--- src/rtl/core/spe_pkg.sv ---
`timescale 1ns / 1ps
// ----------------------------------------------------------------------------
// spe_pkg
// Shared types and constants of the SPI EEPROM page engine.
// ----------------------------------------------------------------------------
package spe_pkg;

	localparam int PAGE_BYTES = 64;
	localparam int PAGE_COUNT = 512;

	localparam int IDX_W  = $clog2(PAGE_BYTES);
	localparam int PAGE_W = $clog2(PAGE_COUNT);
	// a data frame is opcode, two address bytes and the page
	localparam int FRAME_DATA_LEN = PAGE_BYTES + 3;
	localparam int CNT_W          = $clog2(FRAME_DATA_LEN + 1);

	localparam logic [1:0] OP_TICK  = 2'd0;
	localparam logic [1:0] OP_LOAD  = 2'd1;
	localparam logic [1:0] OP_WRITE = 2'd2;
	localparam logic [1:0] OP_READ  = 2'd3;

	localparam logic [7:0] CMD_WREN  = 8'h06;
	localparam logic [7:0] CMD_WRDI  = 8'h05;
	localparam logic [7:0] CMD_WRITE = 8'h02;
	localparam logic [7:0] CMD_READ  = 8'h03;
	localparam logic [7:0] CMD_FILL  = 8'h00;

	localparam logic [7:0] HALF_BIT_RESET = 8'd5;

	typedef enum logic [2:0] {
		PH_IDLE,
		PH_WREN,
		PH_WDATA,
		PH_WRDI,
		PH_READ
	} phase_t;

	typedef enum logic {
		CTL_RUN,
		CTL_LOAD
	} ctl_state_t;

	typedef struct packed {
		logic [1:0] op;
		logic [8:0] page;
		logic [5:0] byte_index;
		logic [7:0] data_byte;
		logic       raw;
		logic       miso;
	} item_t;

	typedef struct packed {
		logic       cs_n;
		logic       sck;
		logic       mosi;
		logic       wp;
		logic       busy_res;
		logic       rd_valid;
		logic [5:0] rd_index;
		logic [7:0] rd_byte;
		logic       done_res;
		logic       sum_match;
	} result_t;

	typedef struct packed {
		logic cs_n;
		logic sck;
		logic mosi;
		logic wp;
	} pins_t;

	// per-item events of the serial engine
	typedef struct packed {
		logic       rd_valid;
		logic [5:0] rd_index;
		logic [7:0] rd_byte;
		logic       done;
		logic       ok;
	} spe_ev_t;

	typedef struct packed {
		logic [IDX_W-1:0] rd_addr;
		logic             ld_en;
		logic [IDX_W-1:0] ld_index;
		logic [7:0]       ld_data;
		logic             ck_en;
	} store_req_t;

endpackage

--- src/rtl/core/spi_eeprom_page_engine_top.sv ---
`timescale 1ns / 1ps
// ----------------------------------------------------------------------------
// spi_eeprom_page_engine_top
// SPI master moving 64-byte EEPROM pages: page store, frame engine, result reg.
// ----------------------------------------------------------------------------
// result: registered, shown in the cycle after the item's transfer;
//   a page byte load also passes the load state (old byte read from the store)
// throughput: one item per cycle unless the held result stalls; a load stalls
//   the next item in its load state, due to the page store's single read port
// reset: asynchronous, active low; pins high, engine idle, page store reads zero
// ----------------------------------------------------------------------------
module spi_eeprom_page_engine_top (
	input  logic             clk,
	input  logic             arst_n,
	input  logic             cfg_valid,
	output logic             cfg_ready,
	input  logic [7:0]       cfg_data,
	input  logic             item_valid,
	output logic             item_stall,
	input  spe_pkg::item_t   item,
	output logic             result_valid,
	input  logic             result_stall,
	output spe_pkg::result_t result
);

	spe_pkg::ctl_state_t       ctl_q, ctl_n;
	logic [7:0]                half_bit_q;
	logic [spe_pkg::IDX_W-1:0] ld_index_q;
	logic [7:0]                ld_data_q;
	logic                      res_valid_q;
	spe_pkg::spe_ev_t          ev_q;

	logic                      item_take;
	logic                      is_load;
	logic                      eng_step;
	logic                      produce;
	spe_pkg::spe_ev_t          eng_ev;
	spe_pkg::pins_t            eng_pins;
	logic                      eng_busy;
	logic                      eng_ck;
	logic [spe_pkg::IDX_W-1:0] eng_pf_addr;
	logic [7:0]                store_rdata;
	spe_pkg::store_req_t       store_req;

	assign cfg_ready  = 1'b1;
	assign item_stall = (ctl_q == spe_pkg::CTL_LOAD) || (res_valid_q && result_stall);
	assign item_take  = item_valid && !item_stall;
	assign is_load    = item_take && !eng_busy && (item.op == spe_pkg::OP_LOAD);
	assign eng_step   = item_take && !is_load;
	assign produce    = eng_step || (ctl_q == spe_pkg::CTL_LOAD);

	always_comb begin
		store_req.rd_addr  = is_load ? spe_pkg::IDX_W'(item.byte_index) : eng_pf_addr;
		store_req.ld_en    = (ctl_q == spe_pkg::CTL_LOAD);
		store_req.ld_index = ld_index_q;
		store_req.ld_data  = ld_data_q;
		store_req.ck_en    = eng_ck;
	end

	spe_page_store u_store (
		.clk     (clk),
		.arst_n  (arst_n),
		.req     (store_req),
		.rd_data (store_rdata)
	);

	spe_serial_engine u_engine (
		.clk            (clk),
		.arst_n         (arst_n),
		.step           (eng_step),
		.item           (item),
		.half_bit_ticks (half_bit_q),
		.store_rdata    (store_rdata),
		.ev             (eng_ev),
		.pins           (eng_pins),
		.busy           (eng_busy),
		.ck_en          (eng_ck),
		.pf_addr        (eng_pf_addr)
	);

	always_ff @(posedge clk or negedge arst_n) begin
		if (!arst_n) begin
			ctl_q <= spe_pkg::CTL_RUN;
		end else begin
			ctl_q <= ctl_n;
		end
	end

	always_comb begin
		ctl_n = ctl_q;
		unique case (ctl_q)
			spe_pkg::CTL_RUN: begin
				if (is_load) begin
					ctl_n = spe_pkg::CTL_LOAD;
				end
			end
			spe_pkg::CTL_LOAD: ctl_n = spe_pkg::CTL_RUN;
			default:           ctl_n = spe_pkg::CTL_RUN;
		endcase
	end

	always_ff @(posedge clk or negedge arst_n) begin
		if (!arst_n) begin
			half_bit_q  <= spe_pkg::HALF_BIT_RESET;
			res_valid_q <= 1'b0;
		end else begin
			if (cfg_valid && cfg_ready) begin
				half_bit_q <= cfg_data;
			end
			if (produce) begin
				res_valid_q <= 1'b1;
			end else if (!result_stall) begin
				res_valid_q <= 1'b0;
			end
		end
	end

	always_ff @(posedge clk) begin
		if (is_load) begin
			ld_index_q <= spe_pkg::IDX_W'(item.byte_index);
			ld_data_q  <= item.data_byte;
		end
		if (produce) begin
			ev_q <= eng_step ? eng_ev : '0;
		end
	end

	// pins and busy only move on a transfer, so they stay with the held result
	assign result_valid       = res_valid_q;
	assign result.cs_n        = eng_pins.cs_n;
	assign result.sck         = eng_pins.sck;
	assign result.mosi        = eng_pins.mosi;
	assign result.wp          = eng_pins.wp;
	assign result.busy_res    = eng_busy;
	assign result.rd_valid    = ev_q.rd_valid;
	assign result.rd_index    = ev_q.rd_index;
	assign result.rd_byte     = ev_q.rd_byte;
	assign result.done_res    = ev_q.done;
	assign result.sum_match   = ev_q.ok;

endmodule

--- src/rtl/core/spe_page_store.sv ---
`timescale 1ns / 1ps
// ----------------------------------------------------------------------------
// spe_page_store
// Page buffer memory with per-entry valid bits and the running byte sum.
// ----------------------------------------------------------------------------
module spe_page_store (
	input  logic                     clk,
	input  logic                     arst_n,
	input  spe_pkg::store_req_t      req,
	output logic [7:0]               rd_data
);

	logic [7:0]                    mem [spe_pkg::PAGE_BYTES];
	logic [spe_pkg::PAGE_BYTES-1:0] vld_q;
	logic [7:0]                    sum_q;
	logic [7:0]                    rraw_q;
	logic                          rvld_q;

	// entries never written read as zero
	assign rd_data = rvld_q ? rraw_q : 8'h00;

	always_ff @(posedge clk) begin
		if (req.ld_en) begin
			mem[req.ld_index] <= req.ld_data;
		end else if (req.ck_en) begin
			mem[0] <= ~sum_q;
		end
		rraw_q <= mem[req.rd_addr];
	end

	always_ff @(posedge clk or negedge arst_n) begin
		if (!arst_n) begin
			vld_q  <= '0;
			sum_q  <= 8'h00;
			rvld_q <= 1'b0;
		end else begin
			rvld_q <= vld_q[req.rd_addr];
			if (req.ld_en) begin
				vld_q[req.ld_index] <= 1'b1;
				// rd_data holds the old byte, fetched when the load was taken
				if (req.ld_index != '0) begin
					sum_q <= sum_q - rd_data + req.ld_data;
				end
			end else if (req.ck_en) begin
				vld_q[0] <= 1'b1;
			end
		end
	end

endmodule

--- src/rtl/core/spe_serial_engine.sv ---
`timescale 1ns / 1ps
// ----------------------------------------------------------------------------
// spe_serial_engine
// Frame sequencer, clock divider and bit-serial shifters of the SPI master.
// ----------------------------------------------------------------------------
module spe_serial_engine (
	input  logic                       clk,
	input  logic                       arst_n,
	input  logic                       step,
	input  spe_pkg::item_t             item,
	input  logic [7:0]                 half_bit_ticks,
	input  logic [7:0]                 store_rdata,
	output spe_pkg::spe_ev_t           ev,
	output spe_pkg::pins_t             pins,
	output logic                       busy,
	output logic                       ck_en,
	output logic [spe_pkg::IDX_W-1:0]  pf_addr
);

	spe_pkg::phase_t              phase_q, phase_n;
	logic [spe_pkg::CNT_W-1:0]    byte_cnt_q, byte_cnt_n;
	logic [2:0]                   bit_cnt_q, bit_cnt_n;
	logic [7:0]                   tick_q, tick_n;
	logic [7:0]                   tx_q, tx_n;
	logic [7:0]                   rx_q, rx_n;
	logic [spe_pkg::PAGE_W-1:0]   page_q, page_n;
	logic [7:0]                   rsum_q, rsum_n;
	logic [7:0]                   rchk_q, rchk_n;
	spe_pkg::pins_t               pins_q, pins_n;

	logic [15:0]                  addr;
	logic [spe_pkg::CNT_W-1:0]    cnt_inc;
	logic [spe_pkg::CNT_W-1:0]    data_idx;
	logic [8:0]                   tick_inc;
	logic [7:0]                   tx_shl;
	logic [7:0]                   first_byte;
	logic [7:0]                   next_byte;
	logic                         data_frame;
	spe_pkg::phase_t              start_phase;

	assign pins    = pins_q;
	assign busy    = (phase_q != spe_pkg::PH_IDLE);
	// store byte needed at the next byte boundary
	assign pf_addr = spe_pkg::IDX_W'(byte_cnt_q - spe_pkg::CNT_W'(2));
	assign addr    = 16'(32'(page_q) * spe_pkg::PAGE_BYTES);

	always_ff @(posedge clk or negedge arst_n) begin
		if (!arst_n) begin
			phase_q    <= spe_pkg::PH_IDLE;
			byte_cnt_q <= '0;
			bit_cnt_q  <= '0;
			tick_q     <= '0;
			tx_q       <= '0;
			rx_q       <= '0;
			page_q     <= '0;
			rsum_q     <= '0;
			rchk_q     <= '0;
			pins_q     <= '{cs_n: 1'b1, sck: 1'b1, mosi: 1'b1, wp: 1'b1};
		end else begin
			phase_q    <= phase_n;
			byte_cnt_q <= byte_cnt_n;
			bit_cnt_q  <= bit_cnt_n;
			tick_q     <= tick_n;
			tx_q       <= tx_n;
			rx_q       <= rx_n;
			page_q     <= page_n;
			rsum_q     <= rsum_n;
			rchk_q     <= rchk_n;
			pins_q     <= pins_n;
		end
	end

	always_comb begin
		phase_n    = phase_q;
		byte_cnt_n = byte_cnt_q;
		bit_cnt_n  = bit_cnt_q;
		tick_n     = tick_q;
		tx_n       = tx_q;
		rx_n       = rx_q;
		page_n     = page_q;
		rsum_n     = rsum_q;
		rchk_n     = rchk_q;
		pins_n     = pins_q;
		ev         = '0;
		ck_en      = 1'b0;

		cnt_inc    = byte_cnt_q + spe_pkg::CNT_W'(1);
		data_idx   = byte_cnt_q - spe_pkg::CNT_W'(3);
		tick_inc   = {1'b0, tick_q} + 9'd1;
		tx_shl     = {tx_q[6:0], 1'b0};
		data_frame = (phase_q == spe_pkg::PH_WDATA) || (phase_q == spe_pkg::PH_READ);

		start_phase = (item.op == spe_pkg::OP_WRITE) ? spe_pkg::PH_WREN : spe_pkg::PH_READ;

		// opening byte of a frame of the phase about to run
		unique case (busy ? phase_q : start_phase)
			spe_pkg::PH_WREN:  first_byte = spe_pkg::CMD_WREN;
			spe_pkg::PH_WRDI:  first_byte = spe_pkg::CMD_WRDI;
			spe_pkg::PH_WDATA: first_byte = spe_pkg::CMD_WRITE;
			spe_pkg::PH_READ:  first_byte = spe_pkg::CMD_READ;
			default:           first_byte = spe_pkg::CMD_FILL;
		endcase

		// byte that follows the one just finished
		if (cnt_inc == spe_pkg::CNT_W'(1)) begin
			next_byte = addr[15:8];
		end else if (cnt_inc == spe_pkg::CNT_W'(2)) begin
			next_byte = addr[7:0];
		end else if (phase_q == spe_pkg::PH_READ) begin
			next_byte = spe_pkg::CMD_FILL;
		end else begin
			next_byte = store_rdata;
		end

		if (step) begin
			if (!busy) begin
				if (item.op == spe_pkg::OP_WRITE || item.op == spe_pkg::OP_READ) begin
					page_n  = spe_pkg::PAGE_W'(item.page);
					phase_n = start_phase;
					if (item.op == spe_pkg::OP_WRITE) begin
						pins_n.wp = 1'b1;
						ck_en     = !item.raw;
					end else begin
						rsum_n = '0;
						rchk_n = '0;
					end
					byte_cnt_n  = '0;
					bit_cnt_n   = '0;
					tick_n      = '0;
					tx_n        = first_byte;
					pins_n.cs_n = 1'b0;
					pins_n.sck  = 1'b0;
					pins_n.mosi = first_byte[7];
				end
			end else if (item.op == spe_pkg::OP_TICK) begin
				if (pins_q.cs_n) begin
					// gap between frames: open the next one
					byte_cnt_n  = '0;
					bit_cnt_n   = '0;
					tick_n      = '0;
					tx_n        = first_byte;
					pins_n.cs_n = 1'b0;
					pins_n.sck  = 1'b0;
					pins_n.mosi = first_byte[7];
				end else if (tick_inc < {1'b0, half_bit_ticks}) begin
					tick_n = tick_inc[7:0];
				end else begin
					tick_n = '0;
					if (!pins_q.sck) begin
						pins_n.sck = 1'b1;
						rx_n       = {rx_q[6:0], item.miso};
					end else begin
						tx_n = tx_shl;
						if (bit_cnt_q != 3'd7) begin
							bit_cnt_n   = bit_cnt_q + 3'd1;
							pins_n.mosi = tx_shl[7];
							pins_n.sck  = 1'b0;
						end else begin
							bit_cnt_n = '0;
							if (phase_q == spe_pkg::PH_READ &&
							    byte_cnt_q >= spe_pkg::CNT_W'(3)) begin
								ev.rd_valid = 1'b1;
								ev.rd_index = 6'(data_idx);
								ev.rd_byte  = rx_q;
								if (data_idx == '0) begin
									rchk_n = rx_q;
								end else begin
									rsum_n = rsum_q + rx_q;
								end
							end
							byte_cnt_n = cnt_inc;
							if (data_frame &&
							    cnt_inc < spe_pkg::CNT_W'(spe_pkg::FRAME_DATA_LEN)) begin
								tx_n        = next_byte;
								pins_n.mosi = next_byte[7];
								pins_n.sck  = 1'b0;
							end else begin
								pins_n.cs_n = 1'b1;
								unique case (phase_q)
									spe_pkg::PH_WREN:  phase_n = spe_pkg::PH_WDATA;
									spe_pkg::PH_WDATA: phase_n = spe_pkg::PH_WRDI;
									spe_pkg::PH_WRDI: begin
										pins_n.wp = 1'b0;
										phase_n   = spe_pkg::PH_IDLE;
										ev.done   = 1'b1;
									end
									spe_pkg::PH_READ: begin
										phase_n = spe_pkg::PH_IDLE;
										ev.done = 1'b1;
										ev.ok   = (rchk_n == ~rsum_n);
									end
									default: phase_n = spe_pkg::PH_IDLE;
								endcase
							end
						end
					end
				end
			end
		end
	end

endmodule

--- config.mk ---
export PLATFORM = sky130hd
export DESIGN_NAME = spi_eeprom_page_engine_top
export DESIGN_NICKNAME = d
export VERILOG_FILES = /design/src/rtl/core/spe_pkg.sv /design/src/rtl/core/spi_eeprom_page_engine_top.sv /design/src/rtl/core/spe_page_store.sv /design/src/rtl/core/spe_serial_engine.sv
export SDC_FILE = /design/constraint.sdc
export NUM_CORES = 1
export LEC_CHECK = 0
export BUFFER_PORTS_ARGS = -buffer_cell sky130_fd_sc_hd__buf_2
export CAP_MARGIN = 20
export CORE_ASPECT_RATIO = 0.5
export CORE_MARGIN = 5
export CORE_UTILIZATION = 40
export DETAILED_ROUTE_END_ITERATION = 8
export SLEW_MARGIN = 20
export SYNTH_ARGS = -nofsm -noshare
export SYNTH_HDL_FRONTEND = slang
export SYNTH_SLANG_ARGS = --single-unit
--- constraint.sdc ---
create_clock -name clk -period 6 [get_ports clk]
set_input_delay 1.5 -clock clk [delete_from_list [all_inputs] [get_ports clk]]
set_output_delay 1.5 -clock clk [all_outputs]
set_load 0.01 [all_outputs]
==> results.tsv <==
stage	metric	value	unit
detailed_routing	drt-total-wl	78300	um
floorplanning	core_region_area	73000	um2
layout	area_growth	12.6	%
logic_synthesis	ys.flop_type	edfxtp_1	
timing	rsz0062_at_grt	false	
detailed_routing	drtPass1Iterations	5	
layout	fillCellCount	6472	
layout	final_util	45.4	%
cts	cts_resized	0	
placement	dpl.hpwl	48800	um
layout	diodes	0	
power	p_leak	0.0124	uW
cts	cts_made_buffers	61	
cts	cts_sinks	699	
global_routing	antenna_found_initial	0	
logic_synthesis	seq_area_frac_synth	68.7	%
layout	multi_input_area	8680	um2
logic_synthesis	yosysWarningCount	0	
global_routing	grt_overflow	0	
cts	clockBufferDepth	3	
worst_setup_path	cp.arrival	4880	ps
timing	max_slew_margin	27.7	%
worst_setup_path	end_kind	flip-flop	
global_routing	grt_max_degree	90	
logic_synthesis	synth_area	29400	um2
power	p_per_area	321	nW/um2
floorplanning	die_h	202	um
detailed_routing	drc	0	
detailed_routing	ant_nets	0	
logic_synthesis	synth-async-reset-ratio	21.2	%
detailed_routing	vias	18700	
cts	clk_latency	650	ps
timing	fmax	0.229	GHz
logic_synthesis	ys_top_cells_by_count	edfxtp_1, nand2_1, dfrtp_1	
placement	port_buffers	63	
power	vdd_drop_max	0.221	mV
placement	placed_area	31000	um2
timing	clock_skew	32.2	ps
placement	gp_congestion	0.853	
cts	clockRootBuffer	clkbuf_16	
logic_synthesis	synthMostInstantiatedCell	edfxtp_1	
detailed_routing	viasPerCell	5.66	
timing	tightest_slew	1080	ps
floorplanning	dieArea	79300	um2
worst_setup_path	worstPathRequired	6500	ps
layout	finish.instance_area	33100	um2
cts	holdBufCountCts	0	
cts	cts_tree	done	
logic_synthesis	syn_inst	2220	
floorplanning	ios	65	
global_routing	use_met2	30.7	%
cts	post_cts_buffers	0	
logic_synthesis	synth_edf_count	543	
timing	setup_viol	0	
run_status	status	completed	
power	p_total	10600	uW
floorplanning	die_x	393	um
worst_setup_path	crit_path_max_fanout	36	
layout	nNetsFinal	2360	
global_routing	grt_usage	19.4	%
worst_setup_path	worstSetupPathType	primary input to flip-flop	
floorplanning	start_util	40.3	%
global_routing	grt_pass1_vias	18100	
logic_synthesis	avgSynthCellArea	13.2	um2
min_path	worstHoldPathType	flip-flop to flip-flop	
global_routing	grt.busiest_layer	met2	
global_routing	met1_usage	27.3	%
worst_setup_path	cp-start-kind	primary input	
logic_synthesis	synth_top_cells_by_area	edfxtp_1, dfrtp_1, nand2_1, mux2i_1, or2_2	
cts	cts.clk_slew.worst_paths	70	ps
timing	finalMaxSlewViolations	0	
floorplanning	rows	70	
timing	holdWs	467	ps
logic_synthesis	post-synth-top-area-fraction	55.5	%
logic_synthesis	synth_cell_type_count	77	
cts	cts_max_level	2	
timing	hold_violations	0	
timing	setup-tns-final	0	ps
timing	finalCritPeriodShare	72.9	%
layout	drive_gt1_share	14.7	%
layout	seq_area	20200	um2
logic_synthesis	syn_nets	2299	
detailed_routing	post_drt_wl_per_cell	23.7	um
detailed_routing	drtIter0Drc	2003	
job	max_cap_viol_count	0	
logic_synthesis	ys_ff_latch	699	
timing	post-route-min-period	4370	ps
global_routing	grtUsageMet3	3.77	%
logic_synthesis	synth_top_area_cell	edfxtp_1	
global_routing	grt_pass1_wl	118000	um
==> final cells by class <==
cell class              instances  share of cell area (%)
clock inverters                36                    1.14
repair buffers                114                    2.39
well taps                     972                    3.68
multi-input cells            1357                    26.2
clock buffers                  80                    5.04
inverters                      48                   0.545
flip-flops and latches        699                    61.0
==> worst max-delay path: stages <==
cell and delay, ps:
buf_2 130, nor2b_1 270, nand4_4 170, inv_2 120
buf_4 340, mux2i_4 690, buf_4 480, a21oi_1 70
a221o_1 300, o2111ai_1 120, a31oi_1 180, a2111oi_1 460
==> worst paths after layout <==
kind,endpoint,startpoint,slack (ps),cells past startpoint
max,u_store.rraw_q[1],item[25],1630,12
min,u_store.vld_q[16],u_store.vld_q[16],470,1
max reg2reg,u_store.rraw_q[1],u_engine.phase_q[1],1970,11
min reg2reg,u_store.vld_q[16],u_store.vld_q[16],470,1
max in group asynchronous,u_store.vld_q[59],arst_n,4150,2
min in group asynchronous,u_engine.rchk_q[0],arst_n,840,1
==> sequential cells by signal, summed over array words and instances (netlist names) <==
name                 flops
ctl_q                    1
half_bit_q               8
ld_data_q                8
ld_index_q               6
result                  17
result_valid             1
u_engine.bit_cnt_q       3
u_engine.byte_cnt_q      7
u_engine.page_q          9
u_engine.phase_q         3
u_engine.pins            4
u_engine.rchk_q          8
u_engine.rsum_q          8
u_engine.rx_q            8
u_engine.tick_q          8
u_engine.tx_q            7
u_store.mem            512
u_store.rraw_q           8
u_store.rvld_q           1
u_store.sum_q            8
u_store.vld_q           64
==> cell families (layout without fill, tap and decap cells) <==
| logic type | Yosys count | in the layout | synth area share [%] |
|---|---|---|---|
| and+or+nand+nor | 735 | 735 | 11.3 |
| DFF | 699 | 699 | 68.7 |
| AOI/OAI and AO/OA | 411 | 411 | 9.85 |
| buffers and inverters | 164 | 278 | 2.54 |
| muxes | 123 | 123 | 4.30 |
| xor gates and xnor gates | 48 | 48 | 1.43 |
| adders and majority gates | 39 | 39 | 1.86 |
| other | 1 | 1 | 0.0128 |
==> cell usage in the layout, fill, tap and decap left out, types with 27 or more instances in the layout <==
cell | synthesis | routed
edfxtp_1 | 543 | 543
o2111ai_1 | 27 | 27
a32oi_1 | 28 | 28
ha_1 | 31 | 31
o21ai_0 | 60 | 52
or2_2 | 69 | 69
clkbuf_16 | 0 | 62
a21oi_1 | 71 | 71
a31oi_1 | 68 | 67
buf_2 | 35 | 63
buf_4 | 17 | 43
xnor2_1 | 27 | 27
inv_1 | 46 | 46
dfrtp_1 | 142 | 142
nand3_1 | 70 | 70
nor2_1 | 106 | 106
a22oi_1 | 33 | 33
mux2i_1 | 99 | 97
nand2_1 | 383 | 383
a221o_1 | 27 | 27
==> stage by stage <==
step | std cells | setup slack, ps
6_report | 3306 | 1630
4_1_cts | 3305 | 1650
5_1_grt | 3306 | 1440
3_3_place_gp | 3189 | 1120
3_5_place_dp | 3189 | 1000
2_1_floorplan | 2220 | 262
==> where the power goes <==
group / switching [uW] / internal, uW / total (uW) / leakage [uW]
logic: 640 / 391 / 1030 / 0.00443
clock network: 1800 / 2230 / 4040 / 0.00100
registers: 142 / 5400 / 5540 / 0.00694
total: 2580 / 8020 / 10600 / 0.0124
==> layer usage <==
layer / wire length (um) / vias to the layer above / share of wire, %
met2: 35900 / 713 / 46
met4: 2140 / 0 / 2.7
met5: 0 / - / 0
met1: 34000 / 9467 / 43
li1: - / 8387 / -
met3: 6290 / 132 / 8.0
Note: power is estimated with default switching activity, not from simulation.
